**src/iac_pkg.sv**
```systemverilog
// Package for the intrusion alarm controller: alarm state encoding, key codes,
// field widths and register reset values. No dependencies.
`default_nettype none

package iac_pkg;

  typedef enum logic [2:0] {
    ST_OFF    = 3'd0,
    ST_EXIT   = 3'd1,
    ST_ARMED  = 3'd2,
    ST_DETECT = 3'd3,
    ST_ENTRY  = 3'd4,
    ST_SIREN  = 3'd5
  } alarm_state_t;

  typedef enum logic [2:0] {
    REG_CODE_DIGITS  = 3'd0,
    REG_CODE_LENGTH  = 3'd1,
    REG_EXIT_DELAY   = 3'd2,
    REG_ENTRY_DELAY  = 3'd3,
    REG_SIREN_TICKS  = 3'd4
  } cfg_reg_t;

  localparam logic [3:0] KEY_STAR = 4'd14;
  localparam logic [3:0] KEY_HASH = 4'd15;

  localparam int DEF_MAX_CODE_DIGITS = 8;
  // The secret code holds at most this many nibbles.
  localparam int CODE_NIBBLES = 8;

  localparam int CFG_DATA_W  = 32;
  localparam int CFG_INDEX_W = 3;
  localparam int DELAY_W     = 20;
  localparam int IN_DATA_W   = 8;
  localparam int OUT_DATA_W  = 16;

  localparam logic [31:0]        RST_CODE_DIGITS = 32'h0000_0321;
  localparam logic [3:0]         RST_CODE_LENGTH = 4'd3;
  localparam logic [DELAY_W-1:0] RST_DELAY       = 20'd10000;

endpackage

`default_nettype wire

```
**src/intrusion_alarm_controller.sv**
```systemverilog
// Intrusion alarm controller: key entry buffer, code check, alarm state
// machine and shared delay counter, with a skid-buffered result stream.
// Depends on iac_pkg.
`default_nettype none

// Usage
//   Each transaction on the s_ group is one millisecond tick: key_valid,
//   key_code and motion. Each accepted tick produces exactly one transaction
//   on the m_ group: siren_on, alarm_state, code_accepted, digits_entered.
//   The cfg_ port writes the code, code length and the three delay values;
//   write it only while no tick is in flight.
// Result path and throughput
//   A result goes to the result register, or to the skid register if the
//   output stalls. Key handling, code compare, state and counter update
//   are one logic pass; with s_tready high one tick is taken every cycle.
// Reset
//   rst clears the state to off, the delay counter and the entry buffer,
//   and loads the default registers: code "123", three digits, delay values
//   10000. No clearing pass is needed; ticks are accepted right after reset.
// Stalls
//   A result register and one skid register hold up to two results; while
//   the skid register is full s_tready is low and the state does not move.
module intrusion_alarm_controller #(
  parameter int MAX_CODE_DIGITS = iac_pkg::DEF_MAX_CODE_DIGITS
) (
  input  wire logic                           clk,
  input  wire logic                           rst,
  input  wire logic                           s_tvalid,
  output      logic                           s_tready,
  // [0] key_valid, [4:1] key_code, [5] motion, [7:6] zero
  input  wire logic [iac_pkg::IN_DATA_W-1:0]  s_tdata,
  output      logic                           m_tvalid,
  input  wire logic                           m_tready,
  // [0] siren_on, [3:1] alarm_state, [4] code_accepted, [8:5] digits_entered,
  // [15:9] zero
  output      logic [iac_pkg::OUT_DATA_W-1:0] m_tdata,
  input  wire logic                           cfg_we,
  input  wire logic [iac_pkg::CFG_INDEX_W-1:0] cfg_index,
  input  wire logic [iac_pkg::CFG_DATA_W-1:0] cfg_data
);
  import iac_pkg::*;

  localparam int CNT_W = $clog2(MAX_CODE_DIGITS + 1);
  localparam int CMP_W = (CNT_W > 4) ? CNT_W : 4;
  localparam int NIB   = (MAX_CODE_DIGITS < CODE_NIBBLES) ? MAX_CODE_DIGITS : CODE_NIBBLES;

  // Configuration registers.
  logic [31:0]        code_digits;
  logic [3:0]         code_length;
  logic [DELAY_W-1:0] exit_delay_ticks;
  logic [DELAY_W-1:0] entry_delay_ticks;
  logic [DELAY_W-1:0] siren_ticks;

  always_ff @(posedge clk) begin
    if (rst) begin
      code_digits       <= RST_CODE_DIGITS;
      code_length       <= RST_CODE_LENGTH;
      exit_delay_ticks  <= RST_DELAY;
      entry_delay_ticks <= RST_DELAY;
      siren_ticks       <= RST_DELAY;
    end else if (cfg_we) begin
      unique case (cfg_index)
        REG_CODE_DIGITS: code_digits       <= cfg_data;
        REG_CODE_LENGTH: code_length       <= cfg_data[3:0];
        REG_EXIT_DELAY:  exit_delay_ticks  <= cfg_data[DELAY_W-1:0];
        REG_ENTRY_DELAY: entry_delay_ticks <= cfg_data[DELAY_W-1:0];
        REG_SIREN_TICKS: siren_ticks       <= cfg_data[DELAY_W-1:0];
        default: ;
      endcase
    end
  end

  // Alarm state.
  alarm_state_t                          mode, mode_next;
  logic [DELAY_W-1:0]                    delay_count, delay_count_next;
  logic [MAX_CODE_DIGITS-1:0][3:0]       entry_digits, entry_digits_next;
  logic [CNT_W-1:0]                      entry_count, entry_count_next;

  logic accept_in;
  logic key_valid, motion;
  logic [3:0] key_code;
  logic [CNT_W-1:0] count_key;
  logic match_pre, match_post, expire;
  logic [DELAY_W-1:0] delay_dec;
  logic [OUT_DATA_W-1:0] result;

  // The buffer matches when it holds code_length keys and each one equals
  // the corresponding nibble of the code; only the first eight are compared.
  function automatic logic buf_match(logic [CNT_W-1:0] cnt,
                                     logic [MAX_CODE_DIGITS-1:0][3:0] dig);
    logic ok;
    ok = (CMP_W'(cnt) == CMP_W'(code_length));
    for (int i = 0; i < NIB; i++) begin
      if (cnt > CNT_W'(i) && dig[i] != code_digits[4*i +: 4]) ok = 1'b0;
    end
    return ok;
  endfunction

  assign key_valid = s_tdata[0];
  assign key_code  = s_tdata[4:1];
  assign motion    = s_tdata[5];

  assign expire    = (delay_count <= DELAY_W'(1));
  assign delay_dec = expire ? delay_count : delay_count - DELAY_W'(1);

  always_comb begin
    // Key handling comes first.
    entry_digits_next = entry_digits;
    count_key         = entry_count;
    match_pre         = buf_match(entry_count, entry_digits);
    if (key_valid) begin
      if (key_code == KEY_STAR) begin
        if (match_pre) count_key = '0;
      end else if (key_code == KEY_HASH) begin
        count_key = '0;
      end else if (entry_count < CNT_W'(MAX_CODE_DIGITS)) begin
        for (int i = 0; i < MAX_CODE_DIGITS; i++) begin
          if (entry_count == CNT_W'(i)) entry_digits_next[i] = key_code;
        end
        count_key = entry_count + CNT_W'(1);
      end
    end

    // The post-key check runs in every state; a match empties the buffer.
    match_post       = buf_match(count_key, entry_digits_next);
    entry_count_next = match_post ? '0 : count_key;

    mode_next        = mode;
    delay_count_next = delay_count;
    unique case (mode)
      ST_EXIT: begin
        delay_count_next = delay_dec;
        if (expire) mode_next = ST_ARMED;
        else if (match_post) mode_next = ST_OFF;
      end
      ST_ARMED: begin
        if (match_post) mode_next = ST_OFF;
        else if (motion) mode_next = ST_DETECT;
      end
      ST_DETECT: begin
        delay_count_next = entry_delay_ticks;
        mode_next        = ST_ENTRY;
      end
      ST_ENTRY: begin
        delay_count_next = expire ? siren_ticks : delay_dec;
        if (match_post) mode_next = ST_OFF;
        else if (expire) mode_next = ST_SIREN;
      end
      ST_SIREN: begin
        delay_count_next = expire ? exit_delay_ticks : delay_dec;
        if (expire) mode_next = ST_EXIT;
        else if (match_post) mode_next = ST_OFF;
      end
      default: begin
        if (match_post) begin
          delay_count_next = exit_delay_ticks;
          mode_next        = ST_EXIT;
        end else begin
          mode_next = ST_OFF;
        end
      end
    endcase

    result = {7'b0, 4'(entry_count_next), match_post, mode_next, mode == ST_SIREN};
  end

  always_ff @(posedge clk) begin
    if (rst) begin
      mode         <= ST_OFF;
      delay_count  <= '0;
      entry_digits <= '0;
      entry_count  <= '0;
    end else if (accept_in) begin
      mode         <= mode_next;
      delay_count  <= delay_count_next;
      entry_digits <= entry_digits_next;
      entry_count  <= entry_count_next;
    end
  end

  // Result register with one skid register behind it.
  logic                  out_valid, skid_valid;
  logic [OUT_DATA_W-1:0] out_data, skid_data;

  assign s_tready  = !skid_valid;
  assign accept_in = s_tvalid && s_tready;
  assign m_tvalid  = out_valid;
  assign m_tdata   = out_data;

  always_ff @(posedge clk) begin
    if (rst) begin
      out_valid  <= 1'b0;
      skid_valid <= 1'b0;
    end else if (!out_valid || m_tready) begin
      if (skid_valid) begin
        out_valid  <= 1'b1;
        skid_valid <= 1'b0;
      end else begin
        out_valid <= accept_in;
      end
    end else if (accept_in) begin
      skid_valid <= 1'b1;
    end
  end

  always_ff @(posedge clk) begin
    if (!out_valid || m_tready) begin
      out_data <= skid_valid ? skid_data : result;
    end else if (accept_in) begin
      skid_data <= result;
    end
  end

endmodule

`default_nettype wire

```
**config.mk**
```make
export PLATFORM = sky130hd
export DESIGN_NAME = intrusion_alarm_controller
export DESIGN_NICKNAME = d
export VERILOG_FILES = /design/src/iac_pkg.sv /design/src/intrusion_alarm_controller.sv
export SDC_FILE = /design/constraint.sdc
export NUM_CORES = 1
export LEC_CHECK = 0
export BUFFER_PORTS_ARGS = -buffer_cell sky130_fd_sc_hd__buf_2
export CORE_UTILIZATION = 35
export CTS_CLUSTER_SIZE = 14
export DETAILED_ROUTE_END_ITERATION = 16
export HOLD_SLACK_MARGIN = 0.15
export PLACE_DENSITY = 0.57
export SLEW_MARGIN = 25
export SYNTH_ARGS = -nofsm -noshare
export SYNTH_HDL_FRONTEND = slang
export SYNTH_SLANG_ARGS = --single-unit
```
**constraint.sdc**
```tcl
create_clock -name clk -period 3.35 [get_ports clk]
set_input_delay 0.335 -clock clk [delete_from_list [all_inputs] [get_ports clk]]
set_output_delay 0.335 -clock clk [all_outputs]
set_load 0.01 [all_outputs]
```
==> impl_metrics.json <==
{
  "outcome": "finished with violations",
  "violations": "negative setup slack",
  "finalHoldViolCount": 0,
  "required_ns": 3.53,
  "final_cell_count_no_fill": 1842,
  "final_common_cell": "nand2_1",
  "ant_nets": 0,
  "synthDistinctLibCells": 84,
  "io_buffers": 56,
  "drt-vias-per-instance": 5.52,
  "antenna_found_initial": 0,
  "sw_frac_of_total": 0.341,
  "yosys.area_share.simple": 0.241,
  "gp_congestion": 0.910,
  "clk_latency_ns": 0.45,
  "h-tree-depth": 4,
  "die_x_um": 169,
  "cts-root-buf": "clkbuf_16",
  "cts_tree": "built",
  "drc": 0,
  "critPathMostFrequentCell": "buf_4",
  "dp.cells": 1779,
  "slew_viol_final": 0,
  "overflow": 0,
  "slowest_delay_ns": 0.59,
  "regArea_um2": 3690,
  "synthAdderAreaFrac": 0.0103,
  "p_comb_frac": 0.230,
  "fin_crit_sh": 1.06,
  "relSlewSlack": 0.367,
  "fillers": 2734,
  "grt_pass1_wl_um": 52500,
  "finalSetupViolCount": 40,
  "path_class": "register to register",
  "vias": 10200,
  "routed_wl_um": 34100,
  "cpMaxStageDelayCell": "or4_4",
  "synth-main-ff-cell": "dfxtp_1",
  "yosysWarnings": 0,
  "grt_pass1_vias": 9390,
  "rsz0062_at_grt": "true",
  "grt_usage": 0.237,
  "grt_max_degree": 53,
  "power_density_nw_per_um2": 442,
  "cts.clk_slew.worst_paths_ns": 0.09,
  "startpoint_type": "register",
  "utilization": 0.476,
  "wl_per_cell_um": 18.5,
  "hpwl_um": 24200,
  "synth_top_family_by_area": "simple AND/OR/NAND/NOR gates",
  "firstDrtPassIters": 5,
  "synth.avg_cell_area_um2": 7.76,
  "ys_seq_elements": 175,
  "yosysSeqAreaShare": 0.377,
  "cts_sinks": 175,
  "fin_nets": 1513,
  "skew_ns": 0.0186,
  "cp_cell_sequence": "buf_12, nand2b_1, or4_4, mux2i_2, xnor2_1, nor4_2, buf_4, a32o_2, o221a_1, buf_4, nand3_4, buf_6, a211oi_4, a31oi_1",
  "fin_ws_ns": -0.211,
  "drt_iter0_drc": 847,
  "dieArea_um2": 28600,
  "arrival_ns": 3.74,
  "cap_violations": 0,
  "synthMuxAreaShare": 0.0364,
  "max-vdd-ir-drop_mv": 0.261,
  "cp_max_fo": 11,
  "pre_cts_ws_ns": -0.389,
  "initial_utilization": 0.359,
  "cts_buffer_depth": 2,
  "synth_area_um2": 9760,
  "core-area_um2": 27200,
  "cts_buffers": 17,
  "setup.worst_path.end_class": "register",
  "rows": 60,
  "syn2layout_area_growth_pct": 32.6,
  "hold_path.class": "primary input to register",
  "drive_gt1_frac": 0.261,
  "leakagePower_nw": 5.20,
  "layout_common_cells": "nand2_1 (256), buf_4 (184), dfxtp_1 (151), a21oi_1 (140), nor2_1 (76)",
  "intPower_w": 0.00377,
  "p_clk_frac": 0.376,
  "syn_inst": 1258,
  "synth_edf_count": 18,
  "timing.fmax_ghz": 0.281,
  "p_seq_frac": 0.393,
  "multi_input_area_um2": 6040,
  "synth_compound_area_frac": 0.227,
  "synthXorXnorAreaFrac": 0.0556,
  "worstMarginPinSlew_ns": 0.947,
  "switchingPower_w": 0.00195,
  "antenna_cells": 0,
  "io_pins": 66,
  "period_minus_slack_ns": 3.56,
  "synthArstFlopShare": 0,
  "die_y_um": 169
}
critical path: cells and delay by family (launching register included):
family	cells	cell delay [ns]
AOI/OAI and AO/OA	4	0.78
xor gates and xnor gates	1	0.14
buffers and inverters	4	0.60
DFF	1	0.35
muxes	1	0.19
and+or+nand+nor	4	1.23
power groups by stage:
| stage | logic (W) | clock network, W | registers, W |
|---|---|---|---|
| 6_report | 0.00132 | 0.00215 | 0.00225 |
| 5_1_grt | 0.00141 | 0.00229 | 0.00226 |
| 4_1_cts | 0.00124 | 0.00219 | 0.00225 |
| 3_5_place_dp | 0.00121 | 0 | 0.00229 |
| 3_3_place_gp | 0.00120 | 0 | 0.00229 |
| 2_1_floorplan | 0.000722 | 0 | 0.00229 |
layer usage:
layer / global-route usage / up-vias / share of wire
met5: 0 / - / 0
met4: 0.0748 / 0 / 0.019
met3: 0.0372 / 48 / 0.058
met2: 0.360 / 337 / 0.44
met1: 0.342 / 4904 / 0.48
li1: - / 4875 / -
cells by family (layout without fill, tap and decap cells):
| group | count (synthesis) | in the layout |
|---|---|---|
| multiplexers | 35 | 35 |
| buffers and inverters | 123 | 329 |
| AND/OR/NAND/NOR | 512 | 512 |
| other | 1 | 7 |
| XOR/XNOR | 62 | 62 |
| AO/OA/AOI/OAI | 342 | 342 |
| flip-flops | 175 | 175 |
| adder cells (fa/ha/maj) | 8 | 8 |
path summary, 6_finish.rpt:
kind	slack, ns	end	from	cells past startpoint
worst max-delay path	-0.21	m_tdata[1]	entry_count[3]	14
worst min-delay path	0.16	exit_delay_ticks[18]	cfg_data[18]	3
worst max register to register	-0.21	m_tdata[1]	entry_count[3]	14
worst min register to register	0.46	entry_delay_ticks[3]	entry_delay_ticks[3]	2
synth_stat cells, types with 18 or more instances:
| cell type | n | area (µm²) |
|---|---|---|
| edfxtp_1 | 18 | 541 |
| a21oi_1 | 147 | 736 |
| dfxtp_1 | 157 | 3140 |
| clkbuf_1 | 72 | 270 |
| xor2_1 | 46 | 403 |
| nand3_1 | 56 | 280 |
| nand2_1 | 257 | 965 |
| nor2_1 | 78 | 293 |
| inv_1 | 26 | 97.6 |
| nor3_1 | 18 | 90.1 |
| o21ai_0 | 44 | 220 |
| mux2i_1 | 31 | 310 |
layout make-up:
cell class                      instances  share of cell area
Sequential cell                       175               0.285
Clock inverter                         15              0.0170
Multi-Input combinational cell        966               0.466
Tap cell                              372              0.0359
Inverter                               28             0.00870
Clock buffer                           17              0.0329
Timing Repair Buffer                  269               0.154
stage by stage:
stage / hold slack (ns) / instance area [µm²] / TNS [ns] / power [W]
global placement: 0.444 / 11600 / -10.23 / 0.00349
global route: 0.155 / 12900 / -8.54 / 0.00596
detailed placement: 0.448 / 11600 / -11.44 / 0.00350
CTS: 0.154 / 12600 / -2.11 / 0.00568
finish: 0.164 / 12900 / -3.94 / 0.00572
floorplan: 0.431 / 9900 / 0 / 0.00301
registers in the layout, indices dropped and copies added, names as in the netlist, 4 cells and up:
name and cells:
entry_digits 32, entry_count 4, exit_delay_ticks 20, entry_delay_ticks 20, delay_count 20, m_tdata 9
code_length 4, skid_data 9, code_digits 32, siren_ticks 20
repair_timing:
item / in CTS / in global routing
setup endpoints to repair: 43 / 43
gates cloned: 0 / 1
hold buffers: 13 / 0
pin swaps: 15 / 22
endpoints found under the hold margin: 15 / 0
buffers inserted: 7 / 11
gates resized for setup: 31 / 64
No activity file was read; power rests on OpenSTA's default activity.
